`src/rtl/rpc_frame_deframer_assert.svh`:
```
// ----------------------------------------------------------------------------
// rpc_frame_deframer_assert.svh
// Assertion macros shared by the deframer modules. The including module
// supplies clk and rst.
// ----------------------------------------------------------------------------
`ifndef RPC_FRAME_DEFRAMER_ASSERT_SVH
`define RPC_FRAME_DEFRAMER_ASSERT_SVH

// Same-cycle implication, checked outside reset
`define RFD_ASSERT_IMPL(label, ante, cons) \
  label: assert property (@(posedge clk) disable iff (rst) (ante) |-> (cons)) \
    else $error("rpc_frame_deframer: assertion failed");

// Next-cycle implication, checked outside reset
`define RFD_ASSERT_NEXT(label, ante, cons) \
  label: assert property (@(posedge clk) disable iff (rst) (ante) |=> (cons)) \
    else $error("rpc_frame_deframer: assertion failed");

`endif

```
`src/rtl/rfd_pkg.sv`:
```
// ----------------------------------------------------------------------------
// rfd_pkg
// Types and constants of the RPC frame deframer.
// ----------------------------------------------------------------------------
package rfd_pkg;

  localparam int unsigned LEN_WIDTH_DEF  = 32;
  localparam int unsigned VALUE_W        = 32;
  localparam int unsigned HDR_BYTES      = 4;
  // start and end bytes plus six 32-bit header fields
  localparam int unsigned FIXED_OVERHEAD = 2 + 24;

  localparam int unsigned CFG_INDEX_W = 2;
  localparam int unsigned CFG_DATA_W  = 16;

  localparam logic [CFG_INDEX_W-1:0] REG_START_BYTE     = 2'd0;
  localparam logic [CFG_INDEX_W-1:0] REG_END_BYTE       = 2'd1;
  localparam logic [CFG_INDEX_W-1:0] REG_MAX_STRING_LEN = 2'd2;

  localparam logic [7:0]  START_BYTE_RST     = 8'd2;
  localparam logic [7:0]  END_BYTE_RST       = 8'd3;
  localparam logic [15:0] MAX_STRING_LEN_RST = 16'd512;

  typedef enum logic [3:0] {
    PH_START       = 4'd0,
    PH_TOTAL_LEN   = 4'd1,
    PH_ID_LEN      = 4'd2,
    PH_ID          = 4'd3,
    PH_METHOD_LEN  = 4'd4,
    PH_METHOD      = 4'd5,
    PH_ERR_CODE    = 4'd6,
    PH_INFO_LEN    = 4'd7,
    PH_INFO        = 4'd8,
    PH_PAYLOAD     = 4'd9,
    PH_CHECKSUM    = 4'd10,
    PH_END         = 4'd11
  } phase_t;

  typedef enum logic [2:0] {
    ST_OK        = 3'd0,
    ST_NO_START  = 3'd1,
    ST_BAD_END   = 3'd2,
    ST_PAST_END  = 3'd3,
    ST_TOO_LONG  = 3'd4
  } status_t;

  typedef struct packed {
    logic [7:0] data_byte;
    logic       buffer_end;
    logic       is_start;
    logic       is_end;
  } in_word_t;

  typedef struct packed {
    phase_t               field_kind;
    logic [7:0]           out_byte;
    logic [VALUE_W-1:0]   field_value;
    logic                 value_valid;
    logic                 frame_done;
    status_t              status;
  } result_t;

endpackage

```
`src/rtl/rfd_front.sv`:
```
// ----------------------------------------------------------------------------
// rfd_front
// Input side: tags each word against the start and end bytes and holds it
// in a two-slot queue until the core takes it.
// ----------------------------------------------------------------------------
module rfd_front (
  input  logic              clk,
  input  logic              rst,
  input  logic              push,
  output logic              full,
  input  logic [7:0]        data_byte,
  input  logic              buffer_end,
  input  logic [7:0]        start_byte,
  input  logic [7:0]        end_byte,
  output rfd_pkg::in_word_t head,
  output logic              avail,
  input  logic              take
);
  import rfd_pkg::*;

  in_word_t word_in;
  in_word_t slot0;
  in_word_t slot1;
  logic     v0;
  logic     v1;
  logic     do_push;
  logic     do_pop;

  always_comb begin
    word_in.data_byte  = data_byte;
    word_in.buffer_end = buffer_end;
    word_in.is_start   = (data_byte == start_byte);
    word_in.is_end     = (data_byte == end_byte);
  end

  assign full    = v1;
  assign avail   = v0;
  assign head    = slot0;
  assign do_push = push && !v1;
  assign do_pop  = take && v0;

  always_ff @(posedge clk) begin
    if (rst) begin
      v0 <= 1'b0;
      v1 <= 1'b0;
    end else if (do_pop && !do_push) begin
      v0 <= v1;
      v1 <= 1'b0;
    end else if (do_push && !do_pop) begin
      if (v0) begin
        v1 <= 1'b1;
      end else begin
        v0 <= 1'b1;
      end
    end
  end

  always_ff @(posedge clk) begin
    if (do_pop && do_push) begin
      if (v1) begin
        slot0 <= slot1;
        slot1 <= word_in;
      end else begin
        slot0 <= word_in;
      end
    end else if (do_pop) begin
      slot0 <= slot1;
    end else if (do_push) begin
      if (v0) begin
        slot1 <= word_in;
      end else begin
        slot0 <= word_in;
      end
    end
  end

endmodule

```
`src/rtl/rfd_core.sv`:
```
// ----------------------------------------------------------------------------
// rfd_core
// Frame walker: one word a cycle while a word waits and the result queue is
// not full; tracks field, position and remaining room, assembles 32-bit
// fields and flags framing errors.
`include "rpc_frame_deframer_assert.svh"

module rfd_core #(
  parameter int unsigned LEN_WIDTH = rfd_pkg::LEN_WIDTH_DEF
) (
  input  logic              clk,
  input  logic              rst,
  input  rfd_pkg::in_word_t word,
  input  logic              in_avail,
  output logic              in_take,
  input  logic [15:0]       max_string_len,
  output rfd_pkg::result_t  res,
  output logic              res_push,
  input  logic              out_full
);
  import rfd_pkg::*;

  // room = total length minus overhead and strings seen; goes negative
  localparam int unsigned RW = LEN_WIDTH + 3;

  phase_t                 phase;
  phase_t                 phase_next;
  logic [LEN_WIDTH-1:0]   frame_pos;
  logic [LEN_WIDTH-1:0]   frame_pos_next;
  logic [LEN_WIDTH-1:0]   field_left;
  logic [LEN_WIDTH-1:0]   field_left_next;
  logic [LEN_WIDTH-1:0]   total_len;
  logic [LEN_WIDTH-1:0]   total_len_next;
  logic [VALUE_W-1:0]     value_shift;
  logic [VALUE_W-1:0]     value_shift_next;
  logic signed [RW-1:0]   room;
  logic signed [RW-1:0]   room_next;
  logic signed [RW-1:0]   room_sub;
  logic [VALUE_W-1:0]     shifted;
  logic [LEN_WIDTH:0]     pos_inc;
  logic                   step;
  logic                   header;
  logic                   field_end;
  logic                   past_end;
  logic                   too_long;
  logic                   len_over;
  status_t                st;

  assign step     = in_avail && !out_full;
  assign in_take  = step;
  assign res_push = step;

  assign shifted   = {value_shift[VALUE_W-9:0], word.data_byte};
  assign pos_inc   = {1'b0, frame_pos} + {{LEN_WIDTH{1'b0}}, 1'b1};
  assign past_end  = pos_inc >= {1'b0, total_len};
  assign too_long  = shifted > {{(VALUE_W-16){1'b0}}, max_string_len};
  assign len_over  = (shifted >> LEN_WIDTH) != '0;
  assign field_end = (field_left[LEN_WIDTH-1:1] == '0);
  assign room_sub  = room - $signed({{(RW-16){1'b0}}, shifted[15:0]});

  always_comb begin
    header = (phase == PH_TOTAL_LEN) || (phase == PH_ID_LEN) ||
             (phase == PH_METHOD_LEN) || (phase == PH_ERR_CODE) ||
             (phase == PH_INFO_LEN) || (phase == PH_CHECKSUM);
  end

  always_comb begin
    phase_next       = phase;
    frame_pos_next   = frame_pos;
    field_left_next  = field_left;
    total_len_next   = total_len;
    value_shift_next = value_shift;
    room_next        = room;
    st               = ST_OK;

    res.field_kind  = phase;
    res.out_byte    = word.data_byte;
    res.field_value = '0;
    res.value_valid = 1'b0;
    res.frame_done  = 1'b0;

    if (phase == PH_START) begin
      res.frame_done = 1'b1;
      if (!word.is_start) begin
        st = ST_NO_START;
      end else if (word.buffer_end) begin
        st = ST_BAD_END;
      end else begin
        res.frame_done   = 1'b0;
        frame_pos_next   = LEN_WIDTH'(1);
        phase_next       = PH_TOTAL_LEN;
        field_left_next  = LEN_WIDTH'(HDR_BYTES);
        value_shift_next = '0;
      end
    end else if (phase == PH_END) begin
      res.frame_done = 1'b1;
      st = (word.is_end && word.buffer_end) ? ST_OK : ST_BAD_END;
    end else if (word.buffer_end) begin
      st = ST_BAD_END;
    end else if (phase != PH_TOTAL_LEN && past_end) begin
      st = ST_PAST_END;
    end else begin
      if (header) begin
        value_shift_next = shifted;
      end
      if (field_left != '0) begin
        field_left_next = field_left - LEN_WIDTH'(1);
      end
      frame_pos_next = pos_inc[LEN_WIDTH-1:0];
      if (field_end) begin
        if (header) begin
          res.value_valid = 1'b1;
          res.field_value = shifted;
        end
        // every field change below also clears the shift register
        value_shift_next = '0;
        unique case (phase)
          PH_TOTAL_LEN: begin
            total_len_next = shifted[LEN_WIDTH-1:0];
            room_next      = $signed({3'b000, shifted[LEN_WIDTH-1:0]}) -
                             $signed(RW'(FIXED_OVERHEAD));
            if (len_over) begin
              st = ST_PAST_END;
            end else begin
              phase_next      = PH_ID_LEN;
              field_left_next = LEN_WIDTH'(HDR_BYTES);
            end
          end
          PH_ID_LEN, PH_METHOD_LEN: begin
            if (too_long) begin
              st = ST_TOO_LONG;
            end else begin
              room_next = room_sub;
              if (shifted != '0) begin
                phase_next      = (phase == PH_ID_LEN) ? PH_ID : PH_METHOD;
                field_left_next = shifted[LEN_WIDTH-1:0];
              end else begin
                phase_next      = (phase == PH_ID_LEN) ? PH_METHOD_LEN : PH_ERR_CODE;
                field_left_next = LEN_WIDTH'(HDR_BYTES);
              end
            end
          end
          PH_ID: begin
            phase_next      = PH_METHOD_LEN;
            field_left_next = LEN_WIDTH'(HDR_BYTES);
          end
          PH_METHOD: begin
            phase_next      = PH_ERR_CODE;
            field_left_next = LEN_WIDTH'(HDR_BYTES);
          end
          PH_ERR_CODE: begin
            phase_next      = PH_INFO_LEN;
            field_left_next = LEN_WIDTH'(HDR_BYTES);
          end
          PH_INFO_LEN: begin
            if (too_long) begin
              st = ST_TOO_LONG;
            end else if (room_sub < 0) begin
              st = ST_PAST_END;
            end else begin
              room_next = room_sub;
              if (shifted != '0) begin
                phase_next      = PH_INFO;
                field_left_next = shifted[LEN_WIDTH-1:0];
              end else if (room_sub != '0) begin
                phase_next      = PH_PAYLOAD;
                field_left_next = room_sub[LEN_WIDTH-1:0];
              end else begin
                phase_next      = PH_CHECKSUM;
                field_left_next = LEN_WIDTH'(HDR_BYTES);
              end
            end
          end
          PH_INFO: begin
            if (room != '0) begin
              phase_next      = PH_PAYLOAD;
              field_left_next = room[LEN_WIDTH-1:0];
            end else begin
              phase_next      = PH_CHECKSUM;
              field_left_next = LEN_WIDTH'(HDR_BYTES);
            end
          end
          PH_PAYLOAD: begin
            phase_next      = PH_CHECKSUM;
            field_left_next = LEN_WIDTH'(HDR_BYTES);
          end
          default: begin
            phase_next      = PH_END;
            field_left_next = '0;
          end
        endcase
      end
    end

    // any error closes the frame; rearm for a start byte
    if (st != ST_OK) begin
      res.frame_done = 1'b1;
    end
    if (res.frame_done) begin
      phase_next       = PH_START;
      frame_pos_next   = '0;
      field_left_next  = '0;
      value_shift_next = '0;
    end
    res.status = st;
  end

  always_ff @(posedge clk) begin
    if (rst) begin
      phase       <= PH_START;
      frame_pos   <= '0;
      field_left  <= '0;
      value_shift <= '0;
    end else if (step) begin
      phase       <= phase_next;
      frame_pos   <= frame_pos_next;
      field_left  <= field_left_next;
      value_shift <= value_shift_next;
    end
  end

  always_ff @(posedge clk) begin
    if (step) begin
      total_len <= total_len_next;
      room      <= room_next;
    end
  end

  `RFD_ASSERT_NEXT(a_done_rearms, step && res.frame_done, phase == PH_START)
  `RFD_ASSERT_IMPL(a_idle_counters_clear, phase == PH_START, frame_pos == '0 && field_left == '0)
  `RFD_ASSERT_IMPL(a_value_on_header, step && res.value_valid, header)

endmodule

```
`src/rtl/rfd_outq.sv`:
```
// ----------------------------------------------------------------------------
// rfd_outq
// Result side: two-slot queue between the core and the consumer, so the
// core keeps running while a finished word waits to be popped.
// ----------------------------------------------------------------------------
`include "rpc_frame_deframer_assert.svh"

module rfd_outq (
  input  logic             clk,
  input  logic             rst,
  input  rfd_pkg::result_t word_in,
  input  logic             push,
  output logic             full,
  output rfd_pkg::result_t head,
  output logic             empty,
  input  logic             pop
);
  import rfd_pkg::*;

  result_t slot0;
  result_t slot1;
  logic    v0;
  logic    v1;
  logic    do_push;
  logic    do_pop;

  assign full    = v1;
  assign empty   = !v0;
  assign head    = slot0;
  assign do_push = push && !v1;
  assign do_pop  = pop && v0;

  always_ff @(posedge clk) begin
    if (rst) begin
      v0 <= 1'b0;
      v1 <= 1'b0;
    end else if (do_pop && !do_push) begin
      v0 <= v1;
      v1 <= 1'b0;
    end else if (do_push && !do_pop) begin
      if (v0) begin
        v1 <= 1'b1;
      end else begin
        v0 <= 1'b1;
      end
    end
  end

  always_ff @(posedge clk) begin
    if (do_pop && do_push) begin
      if (v1) begin
        slot0 <= slot1;
        slot1 <= word_in;
      end else begin
        slot0 <= word_in;
      end
    end else if (do_pop) begin
      slot0 <= slot1;
    end else if (do_push) begin
      if (v0) begin
        slot1 <= word_in;
      end else begin
        slot0 <= word_in;
      end
    end
  end

  `RFD_ASSERT_IMPL(a_no_push_when_full, push, !v1)
  `RFD_ASSERT_IMPL(a_second_slot_needs_first, v1, v0)

endmodule

```
`src/rtl/rpc_frame_deframer.sv`:
```
// Path: a pushed word is registered in the input queue, passes through the
// combinational core and is registered in the output queue for popping.
// Throughput: one word per cycle while the consumer keeps popping.
// Reset (rst, synchronous): queues empty, walker waits for a start byte,
// registers return to start 2, end 3, string limit 512.
// ----------------------------------------------------------------------------
// rpc_frame_deframer
// Byte-serial deframer for a length-prefixed RPC frame: tags every word with
// its field, assembles 32-bit fields and reports framing errors.
// ----------------------------------------------------------------------------
module rpc_frame_deframer #(
  parameter int unsigned LEN_WIDTH = rfd_pkg::LEN_WIDTH_DEF
) (
  input  logic                            clk,
  input  logic                            rst,
  input  logic                            push,
  output logic                            full,
  input  logic [7:0]                      data_byte,
  input  logic                            buffer_end,
  output logic                            empty,
  input  logic                            pop,
  output logic [3:0]                      field_kind,
  output logic [7:0]                      out_byte,
  output logic [31:0]                     field_value,
  output logic                            value_valid,
  output logic                            frame_done,
  output logic [2:0]                      status,
  input  logic                            cfg_we,
  input  logic [rfd_pkg::CFG_INDEX_W-1:0] cfg_index,
  input  logic [rfd_pkg::CFG_DATA_W-1:0]  cfg_data
);
  import rfd_pkg::*;

  logic [7:0]  start_byte;
  logic [7:0]  end_byte;
  logic [15:0] max_string_len;

  in_word_t    head_in;
  logic        in_avail;
  logic        in_take;
  result_t     res;
  logic        res_push;
  logic        out_full;
  result_t     head_out;

  always_ff @(posedge clk) begin
    if (rst) begin
      start_byte     <= START_BYTE_RST;
      end_byte       <= END_BYTE_RST;
      max_string_len <= MAX_STRING_LEN_RST;
    end else if (cfg_we) begin
      unique case (cfg_index)
        REG_START_BYTE:     start_byte     <= cfg_data[7:0];
        REG_END_BYTE:       end_byte       <= cfg_data[7:0];
        REG_MAX_STRING_LEN: max_string_len <= cfg_data[15:0];
        default: ; // hold
      endcase
    end
  end

  rfd_front u_front (
    .clk        (clk),
    .rst        (rst),
    .push       (push),
    .full       (full),
    .data_byte  (data_byte),
    .buffer_end (buffer_end),
    .start_byte (start_byte),
    .end_byte   (end_byte),
    .head       (head_in),
    .avail      (in_avail),
    .take       (in_take)
  );

  rfd_core #(
    .LEN_WIDTH (LEN_WIDTH)
  ) u_core (
    .clk            (clk),
    .rst            (rst),
    .word           (head_in),
    .in_avail       (in_avail),
    .in_take        (in_take),
    .max_string_len (max_string_len),
    .res            (res),
    .res_push       (res_push),
    .out_full       (out_full)
  );

  rfd_outq u_outq (
    .clk     (clk),
    .rst     (rst),
    .word_in (res),
    .push    (res_push),
    .full    (out_full),
    .head    (head_out),
    .empty   (empty),
    .pop     (pop)
  );

  assign field_kind  = head_out.field_kind;
  assign out_byte    = head_out.out_byte;
  assign field_value = head_out.field_value;
  assign value_valid = head_out.value_valid;
  assign frame_done  = head_out.frame_done;
  assign status      = head_out.status;

endmodule
```
`config.mk`:
```
export PLATFORM = sky130hd
export DESIGN_NAME = rpc_frame_deframer
export DESIGN_NICKNAME = d
export VERILOG_FILES = /design/src/rtl/rfd_pkg.sv /design/src/rtl/rfd_front.sv /design/src/rtl/rfd_core.sv /design/src/rtl/rfd_outq.sv /design/src/rtl/rpc_frame_deframer.sv
export VERILOG_INCLUDE_DIRS = /design/src /design/src/rtl
export SDC_FILE = /design/constraint.sdc
export NUM_CORES = 1
export LEC_CHECK = 0
export ABC_AREA = 1
export BUFFER_PORTS_ARGS = -buffer_cell sky130_fd_sc_hd__buf_2
export CAP_MARGIN = 20
export CELL_PAD_IN_SITES_DETAIL_PLACEMENT = 1
export CELL_PAD_IN_SITES_GLOBAL_PLACEMENT = 2
export CORE_AREA = 2 2 432 220
export DETAILED_ROUTE_END_ITERATION = 8
export DIE_AREA = 0 0 434 222
export HOLD_SLACK_MARGIN = 0.02
export PLACE_DENSITY = 0.63
export REMOVE_ABC_BUFFERS = 1
export SLEW_MARGIN = 30
export SYNTH_ARGS = -nofsm -noshare
export SYNTH_HDL_FRONTEND = slang
export SYNTH_SLANG_ARGS = --single-unit
```
`constraint.sdc`:
```
create_clock -name clk -period 11.9 [get_ports clk]
set_input_delay 1.785 -clock clk [delete_from_list [all_inputs] [get_ports clk]]
set_output_delay 1.785 -clock clk [all_outputs]
set_load 0.01 [all_outputs]
```
* Word-level counts from Yosys, hierarchy flattened
Cells that the tools add are included.
** Cells by class
- Order comparisons :: 3
- Muxes and demuxes :: 102
- Bitwise gates (word level) :: 4
- $add $sub $neg :: 4
- Equal/unequal tests :: 32
- Reduce and logical (&&, ||, !) cells :: 62
** Operators by type and width (count)
- $mux 32 :: 23
- $mux 49 :: 10
- $mux 24 :: 9
- $mux 33 :: 6
- $pmux 32 s4 :: 1
- $mux 11 :: 10
- $mux 35 :: 3
- $pmux 35 s3 :: 1
- $reduce_bool 35->1 :: 2
- $reduce_bool 32->1 :: 2
- $mux 4 :: 13
- $lt 35x1->1 const B :: 1
- $sub 35x17->35 :: 1
- $add 32x1->33 const B :: 1
- $ge 33x32->1 :: 1
- $sub 32x5->33 const B :: 1
- $gt 32x16->1 :: 1
- $pmux 4 s8 :: 1
- $sub 32x1->32 const B :: 1
- $logic_not 31->1 :: 1
- $mux 3 :: 9
- $eq 4x3->1 const B :: 4
- $eq 4x4->1 const B :: 4
- $eq 8x8->1 :: 2
- other kinds (32) :: 99
** Storage, ports and cells
- Bits of input ports :: 32
- Output and inout bits :: 51
- Flip-flop bits (word level) :: 315
- Logic and storage cells :: 240

* Depth between registers and ports, before layout
- Depth after elaboration :: 16
- Mapped depth :: 30
- Gate-level depth less buffers :: 29

* Modules after synthesis
From an unflattened synthesis, not the netlist that was laid out.
** Second synthesis, totals
- Cells, all modules :: 3216
- Area, all modules :: 22113.7 um^2
** Modules (own cells, without submodules)
- rfd_core :: seq. area each 3853.7 um^2, area each 14296.2 um^2, instances 1, cells an instance 2267
- rfd_outq :: seq. area each 2982.9 um^2, area each 5037.3 um^2, instances 1, cells an instance 602
- rfd_front :: seq. area each 700.7 um^2, area each 1391.3 um^2, instances 1, cells an instance 146
- rpc_frame_deframer :: seq. area each 640.6 um^2, area each 1388.8 um^2, instances 1, cells an instance 201

* Least setup slack after synthesis
Ideal clock, no wire load.
- Path type :: reg-to-reg
- Start :: register u_core.frame_pos[0]
- End :: register u_core.room[0] (enable)
- Required time :: 11.385 ns
- Setup slack :: 5.069 ns
- Data arrival time :: 6.316 ns
- Clock period less this slack :: 6.831 ns
- Stages on the path, launching flop included :: 23
- Buffers on the path :: 0
- Cell sequence :: dfxtp_1 > nand3_1 > nor2_2 > nand2_1 > nor3_1 > nand4_1 > nor2_1 > nand3_1 > nor3b_1 > nand4_1 > nor2_1 > xnor2_1 > clkinv_1 > ha_1 > nand2_1 > inv_1 > nand4_1 > nor2_1 > nor2_1 > nand4_1 > nand2_1 > nand2_1 > nor4_1
** On the way
- Cells in the longest elaborated chain, start to end :: 5
** RTL lines
- start: declaration :: RTL line rfd_core.sv:28 : logic [LEN_WIDTH-1:0] frame_pos;
- start signal: assignment :: RTL line rfd_core.sv:216 : frame_pos <= frame_pos_next;
- $add 32x1->33 :: RTL line rfd_core.sv:54 : assign pos_inc = {1'b0, frame_pos} + {{LEN_WIDTH{1'b0}}, 1'b1};
- $ge 33x32->1 :: RTL line rfd_core.sv:55 : assign past_end = pos_inc >= {1'b0, total_len};
- $logic_and 1x1->1 :: RTL line rfd_core.sv:100 : end else if (phase != PH_TOTAL_LEN && past_end) begin
- $not 1->1 (no source line)
- $reduce_and 10->1 (no source line)
- end signal: assignment :: RTL line rfd_core.sv:225 : room <= room_next;
- end: declaration :: RTL line rfd_core.sv:36 : logic signed [RW-1:0] room;
No other way between the ends.
A chain may end at the register's enable or synchronous reset.

* Worst setup path in the final report
- Start :: register u_core.frame_pos[0]
- End :: register u_outq.slot0 (netlist bit u_outq.head[11]) (data pin)
** On the way
- Cells in the longest elaborated chain, start to end :: 11
- Elaborated cells between the ends (all ways) :: 12
** RTL lines
- $add 32x1->33 * :: RTL line rfd_core.sv:54
- $ge 33x32->1 * :: RTL line rfd_core.sv:55
- $logic_and 1x1->1 * :: RTL line rfd_core.sv:100
- $mux 33 * :: RTL line rfd_core.sv:100
- $mux 33 * :: RTL line rfd_core.sv:98 : end else if (word.buffer_end) begin
- $mux 33 * :: RTL line rfd_core.sv:95 : end else if (phase == PH_END) begin
- $mux 33 * :: RTL line rfd_core.sv:82 : if (phase == PH_START) begin
- $mux 49 :: RTL line rfd_outq.sv:60 : if (v0) begin
- $mux 49 :: RTL line rfd_outq.sv:59 : end else if (do_push) begin
- $mux 49 :: RTL line rfd_outq.sv:57 : end else if (do_pop) begin
- $mux 49 * :: RTL line rfd_outq.sv:50 : if (do_pop && do_push) begin
- end signal: assignment :: RTL line rfd_outq.sv:52 : slot0 <= slot1;
- end signal: assignment :: RTL line rfd_outq.sv:58 : slot0 <= slot1;
- end signal: assignment :: RTL line rfd_outq.sv:63 : slot0 <= word_in;
- end: declaration :: RTL line rfd_outq.sv:20 : result_t slot0;
Every way passes the cells marked *; elsewhere a longest branch is shown, timed or not. The select of a mux whose other input is x is not followed.

==> flow_metrics.env <==
export IMPL_rsz0062_at_grt="no"
export IMPL_finalHoldViolCount=0
export IMPL_io_pins=83
export IMPL_syn_area_per_cell_um2=7.01
export IMPL_hold_buffers=0
export IMPL_wl_met2_um=31500
export IMPL_place_ws_ns=5.84
export IMPL_vdd_drop_max_v=0.0000857
export IMPL_p_comb_share_pct=44.3
export IMPL_holdWs_ns=0.463
export IMPL_setup_violations=0
export IMPL_grt_max_degree=89
export IMPL_crit_buf_inv=4
export IMPL_crit_slowest_cell="o32ai_1"
export IMPL_dp_hpwl_um=75200
export IMPL_dr_max_layer_used="met4"
export IMPL_switching_share_pct=47.4
export IMPL_cts_root_buf="clkbuf_16"
export IMPL_ys_seq_elements=315
export IMPL_wl_met3_um=8580
export IMPL_slew_viol_final=0
export IMPL_tightestPinTransition_ns=1.19
export IMPL_wl_met1_um=57300
export IMPL_crit_path_end_kind="flip-flop"
export IMPL_final_setup_worst_slack_ns=5.68
export IMPL_layout_common_cells="nand2_1 (660), nor2_1 (413), inv_1 (347)"
export IMPL_final_layout_size_suffix_gt1_share_pct=8.55
export IMPL_max_freq_ghz=0.161
export IMPL_synthesis_instances=3008
export IMPL_die_w_um=434
export IMPL_crit_type="reg2reg"
export IMPL_core_um2=92300
export IMPL_power_internal_mw=2.67
export IMPL_power_share_sequential_pct=32.4
export IMPL_grt_pass1_vias=20100
export IMPL_final_util_pct=26.2
export IMPL_synth_ff_type="edfxtp_1"
export IMPL_die_area_um2=96300
export IMPL_skew_ns=0.0217
export IMPL_fin_tns_setup_ns=0
export IMPL_synth_distinct_cells=55
export IMPL_synthToLayoutAreaGrowth_pct=14.6
export IMPL_route_vias_total=21300
export IMPL_cts_max_path_buffers=3
export IMPL_synth_edf_count=187
export IMPL_fin_crit_sh_pct=52.3
export IMPL_tritoncts="built"
export IMPL_p_switching_mw=2.41
export IMPL_start_kind="flip-flop"
export IMPL_arrival_ns=6.54
export IMPL_cts_made_buffers=35
export IMPL_dieHeight_um=222
export IMPL_drc=0
export IMPL_postCtsSetupBuffers=0
export IMPL_grt_pass1_wl_um=143000
export IMPL_synthesis_area_um2=21100
export IMPL_wire_per_inst_um=22.6
export IMPL_hold_class="reg2reg"
export IMPL_gr_usage_all_layers_pct=20.1
export IMPL_io_buffer_count=82
export IMPL_drt_initial_drc_count=2138
export IMPL_cts_resized=0
export IMPL_fin_nets=3156
export IMPL_dr_pass1_iters=5
export IMPL_slew_headroom_pct=20.2
export IMPL_finalWeightedCongestion=0.935
export IMPL_pwr_density_cell_nw_per_um2=210
export IMPL_seq_area_frac_synth_pct=38.8
export IMPL_via_per_inst=4.92
export IMPL_clkSlewWorstSetupHoldPaths_ns=0.08
export IMPL_gr_total_overflow=0
export IMPL_power_frac_clock_pct=23.3
export IMPL_status="finished clean"
export IMPL_antenna_left=0
export IMPL_power_leakage_nw=9.81
export IMPL_antenna_found_initial=2
export IMPL_postSynth_asyncResetShare_pct=0
export IMPL_critPathTopFamily="simple AND/OR/NAND/NOR gates"
export IMPL_cp_slowest_stage_delay_ns=0.49
export IMPL_row_count=79
export IMPL_synth_warnings=0
export IMPL_layout_commonest_cell="nand2_1"
export IMPL_critPathRequiredTime_ns=12.22
export IMPL_htreeDepth=2
export IMPL_postRouteWirelength_um=98100
export IMPL_drv_cap=0
export IMPL_cts_sink_count=315
export IMPL_period_needed_ns=6.22
export IMPL_initial_utilization_pct=22.8
export IMPL_path_max_fanout=35
export IMPL_worstSkewPairLatency_ns=0.57
-- tightest hold or removal path, stage by stage (launching register included) --
cell and delay, ns:
dfxtp_1 0.32, inv_1 0.05, a21oi_1 0.05
-- area by class of cell --
cell class                 count  area, µm²
antenna                        2       5.00
clock buffer                  42        945
clock inverter                22        220
fill                       11400      68200
inverter                     371       1390
multi-input combinational   2193      11000
sequential                   315       8180
tap                         1255       1570
timing repair buffer         133        818
-- worst paths after layout --
kind                       start                end  slack [ns]  cells past startpoint
max          u_core.frame_pos[0]    u_outq.head[11]        5.68                     27
min            max_string_len[0]  max_string_len[0]        0.46                      2
max reg2reg  u_core.frame_pos[0]    u_outq.head[11]        5.68                     27
min reg2reg    max_string_len[0]  max_string_len[0]        0.46                      2
-- logic make-up (layout without fill, tap and decap cells) --
| group | count (synthesis) | in the layout | synth area share [%] |
|---|---|---|---|
| AO/OA/AOI/OAI | 565 | 565 | 14.5 |
| flip-flops | 315 | 315 | 38.8 |
| XOR/XNOR | 64 | 64 | 2.66 |
| other | 0 | 2 | 0 |
| AND/OR/NAND/NOR | 1489 | 1489 | 30.3 |
| adder cells (fa/ha/maj) | 75 | 75 | 4.49 |
| buffers and inverters | 500 | 568 | 9.26 |
-- layer usage --
layer / track usage [%] / vias up
li1: - / 10100
met1: 36.0 / 10500
met2: 21.8 / 635
met3: 5.48 / 54
met4: 2.07 / 0
met5: 0.497 / -
-- sequential cells by signal, indices dropped and copies added (netlist names) --
signal	flops
end_byte	8
u_outq.v0	1
u_outq.full	1
u_front.slot1	11
u_front.full	1
u_front.head	11
max_string_len	16
start_byte	8
u_core.room	35
u_core.total_len	32
u_core.phase	4
u_outq.slot1	49
u_core.frame_pos	32
u_front.avail	1
u_outq.head	49
u_core.field_left	32
u_core.value_shift	24
-- cell usage after synthesis (19+ instances only) --
cell type	count	share of area [%]
nor4_1	20	0.59
nor2_1	417	7.4
nand4_1	69	2.0
nand2_1	661	12
nand3_1	196	4.7
inv_1	348	6.2
o22ai_1	44	1.3
nor3_1	61	1.4
o21ai_0	269	6.4
or2_2	19	0.56
edfxtp_1	187	27
ha_1	74	4.4
xor2_1	50	2.1
dfxtp_1	128	12
a21oi_1	190	4.5
clkbuf_1	96	1.7
-- power groups by stage --
stage                     Combinational [mW]  Sequential (mW)  Clock [mW]
final                                   2.25             1.65        1.18
after CTS                               2.19             1.64        1.21
after detailed placement                2.18             1.66           0
after global routing                    2.47             1.67        1.26
after floorplan                         1.30             1.61           0
after global placement                  2.19             1.66           0
-- stage by stage --
step | power, mW | instances | cell area, µm²
6_report | 5.08 | 4333 | 24200
5_1_grt | 5.40 | 4331 | 24200
4_1_cts | 5.05 | 4330 | 24100
3_5_place_dp | 3.84 | 4266 | 23000
3_3_place_gp | 3.85 | 4265 | 22900
2_1_floorplan | 2.92 | 2879 | 20500
No activity file was read; power rests on OpenSTA's default activity.
